==> config.mk <==
export PLATFORM = sky130hd
export DESIGN_NAME = escaped_ssid_byte_decoder_core_flat
export DESIGN_NICKNAME = d
export VERILOG_FILES = /design/src/esd_pkg.sv /design/src/esd_if.sv /design/src/esd_decode.sv /design/src/escaped_ssid_byte_decoder_core.sv /design/src/flat_wrapper.sv
export VERILOG_INCLUDE_DIRS = /design/src /design/src/src
export SDC_FILE = /design/constraint.sdc
export NUM_CORES = 1
export LEC_CHECK = 0
export BUFFER_PORTS_ARGS = -buffer_cell sky130_fd_sc_hd__buf_2
export CAP_MARGIN = 20
export CORE_AREA = 2 2 127 129
export CTS_CLUSTER_SIZE = 24
export DETAILED_ROUTE_END_ITERATION = 8
export DIE_AREA = 0 0 129 131
export GPL_TIMING_DRIVEN = 1
export PLACE_DENSITY = 0.64
export SYNTH_ARGS = -nofsm -noshare
export SYNTH_HDL_FRONTEND = slang
export SYNTH_SLANG_ARGS = --single-unit
==> constraint.sdc <==
create_clock -name clk -period 3.7 [get_ports clk]
set_input_delay 0.37 -clock clk [delete_from_list [all_inputs] [get_ports clk]]
set_output_delay 0.37 -clock clk [all_outputs]
set_load 0.05 [all_outputs]
==> src/assert_macros.svh <==
// Assertion macros shared by the decoder RTL.
`ifndef ASSERT_MACROS_SVH
`define ASSERT_MACROS_SVH

`ifndef SYNTHESIS

`define ESD_ASSERT_ALWAYS(label, clk, rst_n, expr) \
    label: assert property (@(posedge clk) disable iff (!rst_n) (expr)) \
        else $error("assertion failed");

`define ESD_ASSERT_SAME(label, clk, rst_n, ante, cons) \
    label: assert property (@(posedge clk) disable iff (!rst_n) (ante) |-> (cons)) \
        else $error("assertion failed");

`define ESD_ASSERT_NEXT(label, clk, rst_n, ante, cons) \
    label: assert property (@(posedge clk) disable iff (!rst_n) (ante) |=> (cons)) \
        else $error("assertion failed");

`else

`define ESD_ASSERT_ALWAYS(label, clk, rst_n, expr)
`define ESD_ASSERT_SAME(label, clk, rst_n, ante, cons)
`define ESD_ASSERT_NEXT(label, clk, rst_n, ante, cons)

`endif

`endif

==> src/esd_pkg.sv <==
// Types, codes and helpers of the escaped byte decoder.
`default_nettype none

package esd_pkg;

    // decoding position
    localparam logic [1:0] MODE_PLAIN = 2'd0;
    localparam logic [1:0] MODE_ESC   = 2'd1;
    localparam logic [1:0] MODE_HEX0  = 2'd2;
    localparam logic [1:0] MODE_HEX1  = 2'd3;

    localparam logic [7:0] CH_BSL   = 8'h5C;
    localparam logic [7:0] CH_X     = 8'h78;
    localparam logic [7:0] CH_N     = 8'h6E;
    localparam logic [7:0] CH_R     = 8'h72;
    localparam logic [7:0] CH_T     = 8'h74;
    localparam logic [7:0] CH_E     = 8'h65;
    localparam logic [7:0] CH_0     = 8'h30;
    localparam logic [7:0] CH_9     = 8'h39;
    localparam logic [7:0] CH_LA    = 8'h61;
    localparam logic [7:0] CH_LF    = 8'h66;
    localparam logic [7:0] CH_UA    = 8'h41;
    localparam logic [7:0] CH_UF    = 8'h46;
    localparam logic [7:0] BYTE_LF  = 8'h0A;
    localparam logic [7:0] BYTE_CR  = 8'h0D;
    localparam logic [7:0] BYTE_TAB = 8'h09;
    localparam logic [7:0] BYTE_ESC = 8'h1B;

    // group queue between decoder and output
    localparam int FIFO_DEPTH = 4;
    localparam int PTR_W      = 2;
    localparam int FILL_W     = 3;

    // decoded bytes of one input item, data[0] goes out first
    typedef struct packed {
        logic [2:0][7:0] data;
        logic [1:0]      count;
        logic            last;
    } group_t;

    function automatic logic is_hex(input logic [7:0] b);
        return ((b >= CH_0) && (b <= CH_9)) ||
               ((b >= CH_LA) && (b <= CH_LF)) ||
               ((b >= CH_UA) && (b <= CH_UF));
    endfunction

    function automatic logic [3:0] hex_val(input logic [7:0] b);
        logic [7:0] v;
        v = 8'd0;
        priority if ((b >= CH_0) && (b <= CH_9))
            v = b - CH_0;
        else if ((b >= CH_LA) && (b <= CH_LF))
            v = b - CH_LA + 8'd10;
        else if ((b >= CH_UA) && (b <= CH_UF))
            v = b - CH_UA + 8'd10;
        else
            v = 8'd0;
        return v[3:0];
    endfunction

endpackage

`default_nettype wire

==> src/esd_if.sv <==
// Handshake interfaces of the decoder's input and output channels.
`default_nettype none

interface esd_in_if;
    logic       valid;
    logic       ready;
    logic [7:0] in_byte;
    logic       in_last;

    modport source (output valid, output in_byte, output in_last, input ready);
    modport sink   (input valid, input in_byte, input in_last, output ready);
endinterface

interface esd_out_if;
    logic       valid;
    logic       ready;
    logic [7:0] out_byte;
    logic       out_last;

    modport source (output valid, output out_byte, output out_last, input ready);
    modport sink   (input valid, input out_byte, input out_last, output ready);
endinterface

`default_nettype wire

==> src/esd_decode.sv <==
// Escape decoding of one byte: result group and next decoding position.
`default_nettype none

module esd_decode (
    input  wire logic [7:0]    in_byte,
    input  wire logic          in_last,
    input  wire logic [1:0]    mode,
    input  wire logic [7:0]    held,
    output esd_pkg::group_t    result,
    output logic [1:0]         mode_next,
    output logic [7:0]         held_next
);

    logic b_hex;
    logic b_bsl;

    assign b_hex = esd_pkg::is_hex(in_byte);
    assign b_bsl = (in_byte == esd_pkg::CH_BSL) && !in_last;

    always_comb
    begin
        result    = '0;
        mode_next = esd_pkg::MODE_PLAIN;
        held_next = held;

        unique case (mode)
            esd_pkg::MODE_PLAIN:
            begin
                if (b_bsl)
                begin
                    mode_next = esd_pkg::MODE_ESC;
                end
                else
                begin
                    result.data[0] = in_byte;
                    result.count   = 2'd1;
                end
            end
            esd_pkg::MODE_ESC:
            begin
                result.count = 2'd1;
                priority if (in_byte == esd_pkg::CH_X)
                begin
                    if (in_last)
                        result.data[0] = esd_pkg::CH_X;
                    else
                    begin
                        result.count = 2'd0;
                        mode_next    = esd_pkg::MODE_HEX0;
                    end
                end
                else if (in_byte == esd_pkg::CH_N)
                    result.data[0] = esd_pkg::BYTE_LF;
                else if (in_byte == esd_pkg::CH_R)
                    result.data[0] = esd_pkg::BYTE_CR;
                else if (in_byte == esd_pkg::CH_T)
                    result.data[0] = esd_pkg::BYTE_TAB;
                else if (in_byte == esd_pkg::CH_E)
                    result.data[0] = esd_pkg::BYTE_ESC;
                else
                    result.data[0] = in_byte;
            end
            esd_pkg::MODE_HEX0:
            begin
                if (b_hex && !in_last)
                begin
                    held_next = in_byte;
                    mode_next = esd_pkg::MODE_HEX1;
                end
                else
                begin
                    // broken x escape: emit x, then the byte as plain text unless it opens a new escape
                    result.data[0] = esd_pkg::CH_X;
                    if (b_bsl)
                    begin
                        result.count = 2'd1;
                        mode_next    = esd_pkg::MODE_ESC;
                    end
                    else
                    begin
                        result.data[1] = in_byte;
                        result.count   = 2'd2;
                    end
                end
            end
            esd_pkg::MODE_HEX1:
            begin
                if (esd_pkg::is_hex(held) && b_hex)
                begin
                    result.data[0] = {esd_pkg::hex_val(held), esd_pkg::hex_val(in_byte)};
                    result.count   = 2'd1;
                end
                else
                begin
                    // held digit is always hex here, so it passes as plain text
                    result.data[0] = esd_pkg::CH_X;
                    result.data[1] = held;
                    if (b_bsl)
                    begin
                        result.count = 2'd2;
                        mode_next    = esd_pkg::MODE_ESC;
                    end
                    else
                    begin
                        result.data[2] = in_byte;
                        result.count   = 2'd3;
                    end
                end
            end
            default:
            begin
                mode_next = esd_pkg::MODE_PLAIN;
            end
        endcase

        if (in_last)
        begin
            mode_next   = esd_pkg::MODE_PLAIN;
            result.last = 1'b1;
        end
    end

endmodule

`default_nettype wire

==> src/escaped_ssid_byte_decoder_core.sv <==
// Top level of the escaped byte decoder: state, group queue and output unpacking.
//
// Usage
//   in_ch  : escaped string, one byte per item, in_last on the final byte.
//   out_ch : decoded bytes, one per item, out_last on the final decoded byte
//            of a string.
//   Each accepted byte is decoded in the cycle it is taken; the one to three
//   resulting bytes, if any, go as one group into a four-entry queue. The head
//   group is unpacked onto out_ch one byte a cycle while out_ch.ready is high.
//   Latency: a decoded byte is visible on out_ch the cycle after its input
//   item is accepted (when the queue is otherwise empty).
//   Throughput: one input item per cycle while each gives at most one byte;
//   a group of n bytes goes out on out_ch as n items, and the input is
//   held off only once all four queue entries are full.
//   A string ending mid-escape flushes the held bytes with out_last set.
//   Reset clears the decoding position and empties the queue; out_ch.valid
//   is low during and right after reset.
//   When the receiver stalls, the head byte stays on out_ch unchanged and
//   input items keep being taken until the queue fills.
`default_nettype none

`include "assert_macros.svh"

module escaped_ssid_byte_decoder_core (
    input  wire logic  clk,
    input  wire logic  rst_n,
    esd_in_if.sink     in_ch,
    esd_out_if.source  out_ch
);

    logic [1:0]                  mode_reg;
    logic [1:0]                  mode_next;
    logic [7:0]                  held_reg;
    logic [7:0]                  held_next;

    esd_pkg::group_t             dec_group;
    esd_pkg::group_t             queue_reg [esd_pkg::FIFO_DEPTH];
    esd_pkg::group_t             head;

    logic [esd_pkg::PTR_W-1:0]   wr_ptr_reg;
    logic [esd_pkg::PTR_W-1:0]   rd_ptr_reg;
    logic [esd_pkg::FILL_W-1:0]  fill_reg;
    logic [esd_pkg::FILL_W-1:0]  fill_next;
    logic [1:0]                  idx_reg;

    logic in_take;
    logic push;
    logic out_take;
    logic head_end;
    logic pop;

    esd_decode u_decode (
        .in_byte   (in_ch.in_byte),
        .in_last   (in_ch.in_last),
        .mode      (mode_reg),
        .held      (held_reg),
        .result    (dec_group),
        .mode_next (mode_next),
        .held_next (held_next)
    );

    // handshakes
    assign in_ch.ready  = (fill_reg != esd_pkg::FILL_W'(esd_pkg::FIFO_DEPTH));
    assign in_take      = in_ch.valid && in_ch.ready;
    assign push         = in_take && (dec_group.count != 2'd0);

    assign head         = queue_reg[rd_ptr_reg];
    assign head_end     = (idx_reg == (head.count - 2'd1));
    assign out_ch.valid = (fill_reg != '0);
    assign out_take     = out_ch.valid && out_ch.ready;
    assign pop          = out_take && head_end;

    assign out_ch.out_byte = head.data[idx_reg];
    assign out_ch.out_last = head.last && head_end;

    always_comb
    begin
        fill_next = fill_reg + esd_pkg::FILL_W'(push) - esd_pkg::FILL_W'(pop);
    end

    // decoding position
    always_ff @(posedge clk or negedge rst_n)
    begin
        if (!rst_n)
        begin
            mode_reg <= esd_pkg::MODE_PLAIN;
            held_reg <= 8'd0;
        end
        else if (in_take)
        begin
            mode_reg <= mode_next;
            held_reg <= held_next;
        end
    end

    // queue control
    always_ff @(posedge clk or negedge rst_n)
    begin
        if (!rst_n)
        begin
            wr_ptr_reg <= '0;
            rd_ptr_reg <= '0;
            fill_reg   <= '0;
            idx_reg    <= 2'd0;
        end
        else
        begin
            fill_reg <= fill_next;
            if (push)
                wr_ptr_reg <= wr_ptr_reg + esd_pkg::PTR_W'(1);
            if (pop)
            begin
                rd_ptr_reg <= rd_ptr_reg + esd_pkg::PTR_W'(1);
                idx_reg    <= 2'd0;
            end
            else if (out_take)
                idx_reg <= idx_reg + 2'd1;
        end
    end

    // queue payload
    always_ff @(posedge clk)
    begin
        if (push)
            queue_reg[wr_ptr_reg] <= dec_group;
    end

    `ESD_ASSERT_ALWAYS(a_fill_bound, clk, rst_n,
        fill_reg <= esd_pkg::FILL_W'(esd_pkg::FIFO_DEPTH))
    `ESD_ASSERT_SAME(a_head_nonempty, clk, rst_n, out_ch.valid, head.count != 2'd0)
    `ESD_ASSERT_SAME(a_idx_in_group, clk, rst_n, out_ch.valid, idx_reg < head.count)
    `ESD_ASSERT_SAME(a_held_is_hex, clk, rst_n,
        mode_reg == esd_pkg::MODE_HEX1, esd_pkg::is_hex(held_reg))
    `ESD_ASSERT_NEXT(a_last_resets_mode, clk, rst_n,
        in_take && in_ch.in_last, mode_reg == esd_pkg::MODE_PLAIN)

endmodule

`default_nettype wire
==> src/flat_wrapper.sv <==
// flat-port wrapper written by rule: the top's interface ports become plain ports
module escaped_ssid_byte_decoder_core_flat 
  (clk, rst_n, in_ch_valid, in_ch_in_byte, in_ch_in_last, in_ch_ready, out_ch_valid, out_ch_out_byte, out_ch_out_last, out_ch_ready);
  esd_in_if in_ch_i ();
  esd_out_if out_ch_i ();
  input  wire logic clk;
  input  wire logic rst_n;
  input wire logic [$bits(in_ch_i.valid)-1:0] in_ch_valid;
  input wire logic [$bits(in_ch_i.in_byte)-1:0] in_ch_in_byte;
  input wire logic [$bits(in_ch_i.in_last)-1:0] in_ch_in_last;
  output wire logic [$bits(in_ch_i.ready)-1:0] in_ch_ready;
  output wire logic [$bits(out_ch_i.valid)-1:0] out_ch_valid;
  output wire logic [$bits(out_ch_i.out_byte)-1:0] out_ch_out_byte;
  output wire logic [$bits(out_ch_i.out_last)-1:0] out_ch_out_last;
  input wire logic [$bits(out_ch_i.ready)-1:0] out_ch_ready;
  assign in_ch_i.valid = in_ch_valid;
  assign in_ch_i.in_byte = in_ch_in_byte;
  assign in_ch_i.in_last = in_ch_in_last;
  assign in_ch_ready = in_ch_i.ready;
  assign out_ch_valid = out_ch_i.valid;
  assign out_ch_out_byte = out_ch_i.out_byte;
  assign out_ch_out_last = out_ch_i.out_last;
  assign out_ch_i.ready = out_ch_ready;
  escaped_ssid_byte_decoder_core u_core (.clk(clk), .rst_n(rst_n), .in_ch(in_ch_i), .out_ch(out_ch_i));
endmodule
==> results.md, run 1 <==
CTS:
- No sink is reached through more buffers than the 2 on the longest clock path.
- CTS saw 127 sinks.
- Clock tree synthesis selected as its root buffer the cell sky130_fd_sc_hd__clkbuf_16.
- The clock tree from TritonCTS is yes.
- The number of clock buffers added by TritonCTS is 17.
- Clock-pin slew was measured on the worst setup and hold paths at 0.06 ns.
- The number of H-tree levels is 4.
- After clock tree synthesis, the flow added hold-fix buffers numbering 1.
- The clock latency on the worst-skew pair is 0.40 ns.
- Post-CTS repair changed the size of 0 cells.
- Once the clock tree was built, the setup fixing pass inserted 0 buffers.

Place:
- The final weighted congestion of routability-driven global placement is 0.936.
- Input and output buffers added on the ports amount to 23.
- The HPWL after detailed placement is 8980 um.
- The worst slack at placement is 0.659 ns.

Synth:
- The number of nets produced by synthesis is 431.
- The number of instances in the synthesized netlist is 403.
- Counting instances in the post-synthesis netlist gives the leading cell types as sky130_fd_sc_hd__edfxtp_1, sky130_fd_sc_hd__mux4_2, sky130_fd_sc_hd__inv_1.
- The combinational family with the most area after synthesis is multiplexers.
- In this run, synthesis inferred 108 flip-flops with an integrated enable.
- Multiplexer cells account for 13.3% of the synthesized area.
- The synthesized netlist devotes 3.21% of its cell area to adder and majority cells.
- The synthesized design contains 127 register bits.
- The mean instance size in the synthesized netlist is 15.1 um^2.
- The count of yosys warnings during synthesis is 0.
- The synthesized-area fraction occupied by and/or/nand/nor cells is 8.21%.
- By area the synthesized netlist is led by sky130_fd_sc_hd__edfxtp_1, sky130_fd_sc_hd__mux4_2, sky130_fd_sc_hd__dfrtp_1.
- Among all cell types in the netlist, the one instantiated most often is sky130_fd_sc_hd__edfxtp_1.
- The area of the mapped netlist is 0.00608 mm^2.
- In the synthesized netlist the dominant register cell turns out to be sky130_fd_sc_hd__edfxtp_1.
- The number of distinct library cell variants in the gate-level netlist after synthesis is 72.
- The largest area contributor in the netlist is sky130_fd_sc_hd__edfxtp_1.
- The synthesized netlist devotes 9.86% of its cell area to compound gates.
- After synthesis, the share of flip-flops with an asynchronous set or reset is 15.0%.
- The register area share after synthesis is 61.2%.
- After Yosys synthesis, XOR and XNOR cells account for 1.15% of the synthesized area.
- The area share of the largest cell type after synthesis is 53.4%.

Pwr:
- The power share of the combinational group is 31.5%.
- The cell internal power dissipation is 0.00366 W.
- Net switching is 32.8% of the power.
- The fraction of power consumed by the clock network is 31.6%.
- The share of total power in sequential cells is 36.9%.
- Power spread over the standard cell area amounts to 770 mW/mm^2.
- VDD sags by at most 0.262 mV.
- The leakage power is 2.56 nW.
- The switching power summed over all nets is 0.00178 W.

Layout:
- The repair_antennas step left the layout with diodes totalling 0.
- The number of flip-flops under the largest register name is 108.
- After the last flow step, the layout net total stands at 465.
- The area growth from synthesis to layout is 16.3%.
- The ratio of cells with drive above 1 in the final layout is 26.5%.
- The count of filler cells inserted in the layout is 1362.

Detailed routing:
- The number of iterations in the first detailed-routing pass is 5.
- The DRC violation total after the first TritonRoute iteration is 308.
- The final routed DRC violation total is 0.
- Wires add up to 13100 um.
- The wire length per cell is 19.7 um.
- The ratio of routed vias to standard cells is 5.57.
- The number of antenna-violating nets in the routed design is 0.
- The final route contains 3702 vias.

Global route:
- The remaining global-route overflow is 0.
- The first global-routing pass estimated 20600 um of wire.
- The largest net degree at the start of global routing is 28.
- The number of global-route vias before repair was 3627.
- For this run, the total global-route usage over all layers was measured as 16.5%.
- The number of antenna violations at the first check in global routing is 0.

Critical path:
- The critical setup path kind is reg -> reg.
- STA classifies the critical path endpoint as a register.
- STA puts the critical path data arrival time at 3.33 ns.
- The required arrival time at the worst endpoint is 4.02 ns.
- In this run the worst path has a maximum fanout of 15.
- The register-to-register setup slack is 0.69 ns.
- The category of the worst setup path launch point is a register.

Timing:
- The worst path meets setup with 0.690 ns of slack.
- Dividing the final minimum period by the clock period gives 81.3%.
- The largest clock skew in the final design is 0.00727 ns.
- Setup repair after global routing left no endpoint under its margin.
- The routed design could run at a clock period as short as 3.01 ns.
- The upper clock frequency limit is 332 MHz.
- The final count of negative-setup-slack endpoints is 0.
- The total count of max-transition violations in the final report is 0.
- The worst slew margin relative to its limit is 49.4%.
- After routing, the total negative slack on setup checks comes to 0 ns.
- The slew at the pin with the worst max-slew slack is 0.740 ns.
- The hold violation total from the final report is 0.

Floorplan:
- The count of boundary I/O pins is 24.
- The die covers 0.0169 mm^2.
- For this configuration, the core starts out at a cell density of 39.0%.
- The die extent in y is 131 um.
- The floorplan step set the die width to 129 um.
- The number of core rows is 46.
- The core area is 0.0156 mm^2.

Status:
- The flow ran to the end, and the final reports show no timing, DRC or antenna violations.

Worst hold path:
- The type of the tightest min-delay check is in -> reg.

Job:
- Across the run, the number of max-cap violations was 0.
## critical path, stage by stage (launching register included)
cell and delay (ns):
sky130_fd_sc_hd__dfrtp_2 0.66, sky130_fd_sc_hd__mux4_2 0.60, sky130_fd_sc_hd__xnor2_1 0.29, sky130_fd_sc_hd__mux2i_1 0.37
sky130_fd_sc_hd__ha_1 0.19, sky130_fd_sc_hd__inv_1 0.04, sky130_fd_sc_hd__ha_1 0.21, sky130_fd_sc_hd__fa_1 0.40
sky130_fd_sc_hd__xnor2_1 0.18
## cell usage in the layout (no fill, tap or decap), drive strengths merged, types with 3 or more instances in the layout
master / instances
nand3: 5
clkbuf: 17
a211o: 3
ha: 14
mux4: 27
nor3: 7
buf: 32
a31oi: 3
and2: 6
o21ai: 13
a21oi: 8
clkinv: 9
inv: 24
o2bb2ai: 3
mux2: 6
a22o: 7
edfxtp: 108
mux2i: 13
xnor2: 6
bufinv: 4
nand2: 16
o22ai: 12
and3: 10
or3: 7
nand2b: 5
a22oi: 5
nor2: 12
o31ai: 3
dfrtp: 19
nor2b: 3
## power by group through the flow
stage / logic [W] / registers [W] / clock network (W)
2_1_floorplan: 0.00138 / 0.00197 / 0
3_3_place_gp: 0.00172 / 0.00202 / 0
3_5_place_dp: 0.00174 / 0.00204 / 0
4_1_cts: 0.00175 / 0.00201 / 0.00175
5_1_grt: 0.00186 / 0.00204 / 0.00181
6_report: 0.00171 / 0.00201 / 0.00172
## stage by stage
stage	instance area (um^2)	hold WS [ns]	power, W	cells	utilization (%)
after floorplan	6080	0.0744	0.00334	403	-
after global placement	6440	0.347	0.00374	633	41.3
after detailed placement	6440	0.356	0.00378	633	41.3
after CTS	7070	0.258	0.00551	665	45.3
after global routing	7070	0.300	0.00572	665	45.3
final	7070	0.288	0.00544	665	45.3
## cell type report
class / instances / area, um^2 / area share, %
Sequential cell: 127 / 3720 / 52.6
Multi-Input combinational cell: 233 / 2170 / 30.7
Clock buffer: 17 / 425 / 6.02
Tap cell: 216 / 270 / 3.83
Clock inverter: 14 / 194 / 2.74
Timing Repair Buffer: 33 / 193 / 2.73
Inverter: 25 / 93.8 / 1.33
## per-layer routing
layer	share of wire, %	vias to the layer above	routed length [um]	track usage, %
met5	0	-	0	0
met1	43	1870	5610	22.0
met2	49	139	6410	26.4
li1	-	1668	-	-
met3	5.8	25	757	3.34
met4	2.3	0	303	7.03
## cells by family after synthesis
group	after synthesis
simple gates	84
fa+ha+maj	15
xor+xnor	8
flops	127
compound gates	80
buf+inv	43
mux	46
## final timing paths
kind,end,from,cells past startpoint
max,u_core.fill_reg[2],u_core.rd_ptr_reg[0],8
min reg2reg,u_core.rd_ptr_reg[1],u_core.rd_ptr_reg[1],1
max reg2reg,u_core.fill_reg[2],u_core.rd_ptr_reg[0],8
min in group asynchronous,u_core.fill_reg[0],rst_n,2
max in group asynchronous,u_core.rd_ptr_reg[0],rst_n,2
min,u_core.queue_reg[0][0],in_ch_in_last,1
(Power assumes the default switching activity.)
==> inputs of run 2 (changes only) <==
- PLACE_DENSITY: 0.64 -> 0.66
- clock period: 3.7 -> 2.7 ns (I/O delays scaled with it)
==> run 2 against run 1 <==
Against the previous run:
- sequential share of layout area decreased by 0.81 points
- non-clock buffer count grew 15
- critical endpoint unchanged
- critical path depth stayed put
- via count is 0.43% lower
- final area is 1.6% higher
- sequential power grew 35%
- first-iteration DRC count up 27%
- combinational power up 47%
- cell count is 2.4% higher
- total power up 34%
==> results.md, run 2 (synthesized netlist as in run 1, its figures left out) <==
Place:
- The estimated wirelength of the detail-placed design was 8880 um (-1.1%).
- The number of port buffers is 23 (unchanged).
- The final weighted congestion of routability-driven global placement came to 0.889 (-5.0%).
- The post-detailed-placement cell area is 0.00660 mm^2 (+2.6%).

Layout:
- The total area of multi-input combinational cells came to 0.00218 mm^2 (+0.58%).
- The number of nets in the finished design is 480 (+3.2%).
- The ratio of cells with drive above 1 in the final layout is 29.0% (+2.5 points).
- The number of flip-flops under the largest register name is 108 (unchanged).
- The number of diodes added for antenna fixing is 0 (unchanged).
- The design area is 0.00718 mm^2 (+1.6%).
- Relative to the synthesized area, the layout overhead comes to 18.1%.
- Leaving out fill and tap cells, the most frequent cells in the layout are sky130_fd_sc_hd__edfxtp_1, sky130_fd_sc_hd__mux4_2, sky130_fd_sc_hd__inv_1.
- The sequential cell area is 0.00372 mm^2 (unchanged).
- The count of filler cells inserted in the layout is 1350 (-0.88%).
- Leaving out fill and tap cells, the most frequent cell in the layout is sky130_fd_sc_hd__edfxtp_1.

Pwr:
- The leakage power was 2.63 nW (+2.8%).
- The total power consumption of the routed design is 0.00729 W (+34%).
- The worst vdd rail ir drop is 0.458 mV (+75%).
- The power per cell area is 1020 mW/mm^2 (+32%).

Timing:
- The worst hold slack after final layout came to 0.204 ns (-0.0846 ns).
- The final count of negative-setup-slack endpoints is 0 (unchanged).
- Setup repair after global routing could not meet its margin everywhere.
- The upper clock frequency limit came to 388 MHz (+17%).
- The slew at the pin with the worst max-slew slack came to 0.610 ns (-0.130 ns).
- The largest clock skew in the final design came to 0.00766 ns (+0.000389 ns).
- The worst slew margin relative to its limit is 58.7% (+9.3 points).
- The hold violation total from the final report was 0 (unchanged).
- The minimum clock period after layout was 2.58 ns (-0.434 ns).
- The total count of max-transition violations in the final report is 0 (unchanged).
- The final cycle utilization of the critical path was 95.4% (+14 points).
- The total negative setup slack is 0 ns (unchanged).

Detailed routing:
- The number of antenna-violating nets in the routed design is 0 (unchanged).
- The via count is 3686 (-0.43%).
- The DRC violation total after the first TritonRoute iteration is 390 (+27%).
- The ratio of routed vias to standard cells is 5.41 (-2.8%).
- The final routed DRC violation total came to 0 (unchanged).
- The number of iterations in the first detailed-routing pass is 5 (unchanged).
- The wire length per cell is 19.7 um (about the same).
- The total wire length after detailed routing is 13400 um (+2.4%).

CTS:
- The clock transition time at the flip-flop clock pins of the worst setup and hold paths was 0.06 ns (about the same).
- The clock latency on the worst-skew pair is 0.41 ns (about the same).
- The number of buffers inserted by post-CTS setup repair is 0 (unchanged).
- The number of clock buffers inserted by TritonCTS was 17 (unchanged).
- The number of H-tree levels is 4 (unchanged).
- The number of sinks driven by the clock tree was 127 (unchanged).
- The clock tree from TritonCTS is yes.
- The number of buffers on the longest clock path is 2 (unchanged).
- The clock root buffer master is sky130_fd_sc_hd__clkbuf_16.

Critical path:
- The critical path is of the reg -> reg type.
- The category of the worst setup path launch point is a register.
- The worst setup path is captured at a register.
- The worst endpoint data arrival time is 2.87 ns (-0.46 ns).
- The required arrival time at the worst endpoint came to 3.00 ns (-1.02 ns).
- The highest net fanout along the worst path is 6 (-9).

Floorplan:
- The total die area came to 0.0169 mm^2 (unchanged).
- The die width is 129 um (unchanged).
- The die extent in y is 131 um (unchanged).
- The initial cell density of the core is 39.0% (unchanged).
- The core area is 0.0156 mm^2 (unchanged).
- The number of core rows is 46 (unchanged).
- The count of boundary I/O pins is 24 (unchanged).

Global route:
- The number of global-route vias before repair was 3871 (+6.7%).
- The largest net degree at the start of global routing is 28 (unchanged).
- The all-layer global routing usage is 17.4% (+0.91 points).
- The first-pass GRT wire length is 21500 um (+4.1%).
- The number of antenna violations at the first check in global routing came to 0 (unchanged).
- The remaining global-route overflow was 0 (unchanged).

Worst hold path:
- The type of the tightest min-delay check is in -> reg.

Job:
- The number of violations of the max-capacitance limit was 0 (unchanged).

Status:
- The run finished with clean final reports.
run 2: metal layers:
metal	share of wire [%]	global-route usage (%)	vias to the layer above
met1	43	22.3	1842
met2	49	28.7	118
li1	-	-	1703
met3	6.6	4.03	23
met4	2.2	7.16	0
met5	0	0	-
run 2: path summary, 6_finish.rpt:
path                                 startpoint                   end  slack [ns]  depth (start not counted)
min reg2reg                u_core.rd_ptr_reg[0]  u_core.rd_ptr_reg[0]        0.55                          1
max                        u_core.rd_ptr_reg[0]    u_core.fill_reg[2]        0.12                          8
min in group asynchronous                 rst_n  u_core.wr_ptr_reg[0]        0.35                          2
max in group asynchronous                 rst_n  u_core.rd_ptr_reg[0]        2.00                          2
min                               in_ch_in_last    u_core.mode_reg[1]        0.20                          2
max reg2reg                u_core.rd_ptr_reg[0]    u_core.fill_reg[2]        0.12                          8
run 2: power breakdown:
group / total [W] / leakage (nW) / internal, W / switching (W)
Combinational: 0.00251 / 1.13 / 0.000988 / 0.00152
Clock: 0.00207 / 0.273 / 0.00128 / 0.000786
Sequential: 0.00272 / 1.23 / 0.00257 / 0.000153
run 2: worst max-delay path, cell delays in order (launching register included):
cell and delay [ns]:
sky130_fd_sc_hd__dfrtp_2 0.43, sky130_fd_sc_hd__mux4_2 0.58, sky130_fd_sc_hd__or3_1 0.33, sky130_fd_sc_hd__mux2i_1 0.19, sky130_fd_sc_hd__ha_1 0.16, sky130_fd_sc_hd__inv_1 0.04
sky130_fd_sc_hd__ha_1 0.20, sky130_fd_sc_hd__fa_1 0.41, sky130_fd_sc_hd__xnor2_1 0.13
run 2: area by class of cell:
cell class              count  share of cell area, %
clock buffers              24                   6.89
inverters                  25                   1.31
flip-flops and latches    127                   51.8
well taps                 216                   3.77
multi-input cells         233                   30.4
repair buffers             48                   5.04
clock inverters             8                  0.750
run 2: what timing repair did:
action                                 in CTS  in global routing
setup endpoints to repair                   7                  4
pin swaps                                   0                  1
hold buffers                                1                  0
resized for setup                           1                  2
endpoints found under the hold margin      19                  0
run 2: through the flow:
step / instances / worst slack [ns] / utilization, %
floorplan: 403 / 0.0221 / -
global placement: 648 / 0.142 / 42.3
detailed placement: 648 / 0.0873 / 42.3
CTS: 681 / 0.0351 / 45.9
global route: 681 / -0.0223 / 46.0
finish: 681 / 0.124 / 46.0
==> inputs of run 3 (changes only) <==
- SYNTH_HIERARCHICAL: unset -> 1
==> run 3 against run 2 <==
Against the previous run:
- the flow now finishes with violations (negative setup slack)
- first-iteration DRC count decreased by 19%
- register-to-register slack got worse by 0.50 ns
- worst hold slack improved by 0.013 ns
- global-route usage increased by 0.25 points
- via count up 7.2%
- sequential cell count unchanged
- largest cell class unchanged
- largest power group is now combinational cells
==> results.md, run 3 <==
Synth:
- By instance count, the leading cell after synthesis is sky130_fd_sc_hd__edfxtp_1.
- The mean instance size in the synthesized netlist is 15.5 um^2 (+2.5%).
- The flop and latch count out of synthesis is 127 (unchanged).
- The number of enable flip-flop cells after synthesis is 108 (unchanged).
- The count of yosys warnings during synthesis is 6 (+6).
- The area share of the largest cell type after synthesis is 52.9% (-0.51 points).
- The number of nets produced by synthesis is 426 (-1.2%).
- The largest area contributor in the netlist is sky130_fd_sc_hd__edfxtp_1.
- The area of the mapped netlist is 0.00614 mm^2 (+0.97%).
- The most instantiated flip-flop cell in the synthesis netlist is sky130_fd_sc_hd__edfxtp_1.
- The number of distinct library cell variants in the gate-level netlist after synthesis is 69 (-4.2%).
- The proportion of register bits with asynchronous set or reset after synthesis is 15.0% (unchanged).
- Sorting the synthesized cells by how often they occur yields sky130_fd_sc_hd__edfxtp_1, sky130_fd_sc_hd__inv_1, sky130_fd_sc_hd__mux4_2.
- The number of instances in the synthesized netlist is 397 (-1.5%).
- By area the synthesized netlist is led by sky130_fd_sc_hd__edfxtp_1, sky130_fd_sc_hd__mux4_2, sky130_fd_sc_hd__dfrtp_1.
- The register area share after synthesis is 60.6% (-0.59 points).

Detailed routing:
- The ratio of routed vias to standard cells is 5.40 (-0.25%).
- The final routed DRC violation total was 0 (unchanged).
- The number of antenna-violating nets in the routed design came to 0 (unchanged).
- The DRC violation total after the first TritonRoute iteration is 315 (-19%).
- The via count is 3952 (+7.2%).
- The total wire length after detailed routing is 14100 um (+5.4%).
- The number of iterations in the first detailed-routing pass came to 4 (-1).
- The wire length per cell is 19.3 um (-1.9%).

Worst hold path:
- The number of cells traversed by the worst hold path is 3 (+1).
- The worst hold endpoint is u_core/idx_reg[0].
- The type of the tightest min-delay check is in -> reg.
- The start point of the worst min-delay path is out_ch_ready.

Timing:
- The final cycle utilization of the critical path is 114% (+19 points).
- The total count of max-transition violations in the final report came to 0 (unchanged).
- Setup repair after global routing could not meet its margin everywhere.
- The worst slew margin relative to its limit came to 49.6% (-9.0 points).
- The minimum clock period after layout is 3.08 ns (+0.505 ns).
- The final count of negative-setup-slack endpoints is 22 (+22).
- The slew at the pin with the worst max-slew slack is 0.746 ns (+0.136 ns).
- The largest clock skew in the final design was 0.00895 ns (+0.00129 ns).
- The hold violation total from the final report came to 0 (unchanged).
- The upper clock frequency limit came to 325 MHz (-16%).
- The setup slack of the critical path after layout is -0.381 ns (-0.505 ns).

Place:
- The post-detailed-placement cell area came to 0.00709 mm^2 (+7.4%).
- The number of port buffers is 23 (unchanged).
- The final weighted congestion of routability-driven global placement is 0.846 (-4.8%).
- The estimated wirelength of the detail-placed design is 9670 um (+8.8%).
- The number of cells in the design after placement is 693 (+6.9%).

Critical path:
- The register-to-register setup slack came to -0.38 ns (-0.50 ns).
- In this run the critical register-to-register path is launched from u_core/held_reg[4].
- The category of the worst setup path launch point is a register.
- The worst endpoint data arrival time is 3.37 ns (+0.50 ns).
- The endpoint identified for the worst register-to-register timing path is u_core/fill_reg[2].
- The highest net fanout along the worst path is 2 (-4).
- The required arrival time at the worst endpoint is 2.99 ns (about the same).
- The cell depth of the worst flop-to-flop path was 15 (+7).
- The worst setup path is of the reg -> reg kind.
- The worst setup path is captured at a register.

Global route:
- The largest net degree at the start of global routing was 20 (-29%).
- The all-layer global routing usage came to 17.6% (+0.25 points).
- The number of antenna violations at the first check in global routing is 0 (unchanged).
- The number of global-route vias before repair was 3987 (+3.0%).
- The first-pass GRT wire length was 22000 um (+2.7%).
- The remaining global-route overflow is 0 (unchanged).

Layout:
- The ratio of cells with drive above 1 in the final layout is 39.1% (+10 points).
- The area added between synthesis and finish is 27.8%.
- The count of filler cells inserted in the layout was 1293 (-4.2%).
- Leaving out fill and tap cells, the most frequent cells in the layout are sky130_fd_sc_hd__edfxtp_1, sky130_fd_sc_hd__buf_4, sky130_fd_sc_hd__buf_2, sky130_fd_sc_hd__mux4_2.
- The number of flip-flops under the largest register name is 108 (unchanged).
- The design area is 0.00784 mm^2 (+9.3%).
- The final design utilization is 50.3% (+4.3 points).
- The post-route non-filler standard cell count is 732 (+7.5%).
- The number of nets in the finished design is 532 (+11%).
- The most common cell after layout, fill and taps aside is sky130_fd_sc_hd__edfxtp_1.
- The number of diodes added for antenna fixing is 0 (unchanged).

Floorplan:
- The count of boundary I/O pins came to 24 (unchanged).
- The initial cell density of the core is 39.3% (+0.38 points).
- The die extent in y is 131 um (unchanged).
- The core area is 0.0156 mm^2 (unchanged).
- The die width was 129 um (unchanged).
- The total die area is 0.0169 mm^2 (unchanged).
- The number of core rows is 46 (unchanged).

CTS:
- The clock root buffer master is sky130_fd_sc_hd__clkbuf_16.
- The number of buffers on the longest clock path is 2 (unchanged).
- The number of sinks driven by the clock tree is 127 (unchanged).
- The clock latency on the worst-skew pair is 0.41 ns (about the same).
- The clock transition time at the flip-flop clock pins of the worst setup and hold paths is 0.06 ns (about the same).
- The number of clock buffers inserted by TritonCTS is 17 (unchanged).
- TritonCTS built the clock tree.
- The number of H-tree levels came to 4 (unchanged).

Job:
- The number of violations of the max-capacitance limit is 0 (unchanged).

Pwr:
- The total power consumption of the routed design is 0.00777 W (+6.5%).
- The power per cell area is 991 mW/mm^2 (-2.5%).
- The worst vdd rail ir drop is 0.644 mV (+41%).
- The leakage power came to 3.00 nW (+14%).

Status:
- The flow ran to the end, but the final reports show violations.
- The final reports fail on negative setup slack.
run 3: cell count changes after synthesis, moves of 4 or more:
cell,change
sky130_fd_sc_hd__a22o_1,+5
sky130_fd_sc_hd__a22o_2,-4
sky130_fd_sc_hd__and2_1,+5
sky130_fd_sc_hd__and3_1,+4
sky130_fd_sc_hd__and3_2,-8
sky130_fd_sc_hd__mux2_2,+7
sky130_fd_sc_hd__mux4_1,+4
sky130_fd_sc_hd__mux4_2,-4
sky130_fd_sc_hd__nor2_1,-5
sky130_fd_sc_hd__o21ai_0,-4
sky130_fd_sc_hd__or3_1,-4
run 3: stage by stage:
step	TNS [ns]	hold WS, ns	worst slack (ns)
6_report	-1.17	0.217	-0.381
3_5_place_dp	-12.22	0.270	-0.557
2_1_floorplan	-10.01	-0.0256	-0.535
5_1_grt	-2.32	0.223	-0.445
3_3_place_gp	-3.06	0.274	-0.446
4_1_cts	-2.27	0.201	-0.414
run 3: how the worst max path moves through the flow:
stage,start,to,slack [ns],cells after the start
4_1_cts,u_core/held_reg[4],u_core/fill_reg[2],-0.41,15
5_1_grt,u_core/held_reg[4],u_core/fill_reg[2],-0.45,16
6_report,u_core/held_reg[4],u_core/fill_reg[2],-0.38,15
3_3_place_gp,in_ch_in_byte[1],u_core/fill_reg[2],-0.45,18
3_5_place_dp,in_ch_in_byte[1],u_core/fill_reg[2],-0.56,18
2_1_floorplan,u_core/held_reg[4],u_core/fill_reg[2],-0.53,16
run 3: layout make-up:
type                            count  area, um^2  area share [%]
Tap cell                          216         270            3.45
Sequential cell                   127        3720            47.4
Timing Repair Buffer              108         880            11.2
Clock buffer                       20         467            5.95
Inverter                           23        86.3            1.10
Multi-Input combinational cell    226        2290            29.2
Clock inverter                     12         130            1.66
run 3: kinds of logic (layout without fill, tap and decap cells):
group,after synthesis,count (layout),synth area share (%)
compound gates,72,72,9.26
simple gates,75,75,7.12
xor+xnor,10,10,1.55
mux,53,53,14.7
flops,127,127,60.6
buf+inv,44,163,3.38
fa+ha+maj,16,16,3.39
run 3: worst max-delay path, cell delays in order (launching register included):
cell,delay (ns)
sky130_fd_sc_hd__dfrtp_1,0.38
sky130_fd_sc_hd__or4b_4,0.54
sky130_fd_sc_hd__a311oi_2,0.27
sky130_fd_sc_hd__nor2_2,0.08
sky130_fd_sc_hd__o21ba_1,0.19
sky130_fd_sc_hd__or2_4,0.24
sky130_fd_sc_hd__nor2_4,0.12
sky130_fd_sc_hd__nor2_4,0.05
sky130_fd_sc_hd__inv_2,0.07
sky130_fd_sc_hd__ha_4,0.19
sky130_fd_sc_hd__inv_2,0.06
sky130_fd_sc_hd__ha_4,0.12
sky130_fd_sc_hd__inv_2,0.03
sky130_fd_sc_hd__fa_2,0.36
sky130_fd_sc_hd__xnor2_2,0.15
sky130_fd_sc_hd__xnor2_1,0.12
run 3: metal layers:
layer / routed length (um) / GRT usage, %
met1: 6210 / 23.0
met2: 6790 / 29.0
met3: 825 / 4.52
met4: 297 / 6.01
met5: 0 / 0
run 3: what timing repair did:
item,4_1_cts,5_1_grt
gates resized for setup,13,2
cloned,2,0
endpoints found under the hold margin,19,0
endpoints found under the setup margin,58,109
hold buffers,1,0
pin swaps,12,3
setup buffers,4,1
run 3: power by group:
part	switching, W	internal [W]
Clock	0.000823	0.00143
Sequential	0.000151	0.00255
Combinational	0.00160	0.00120
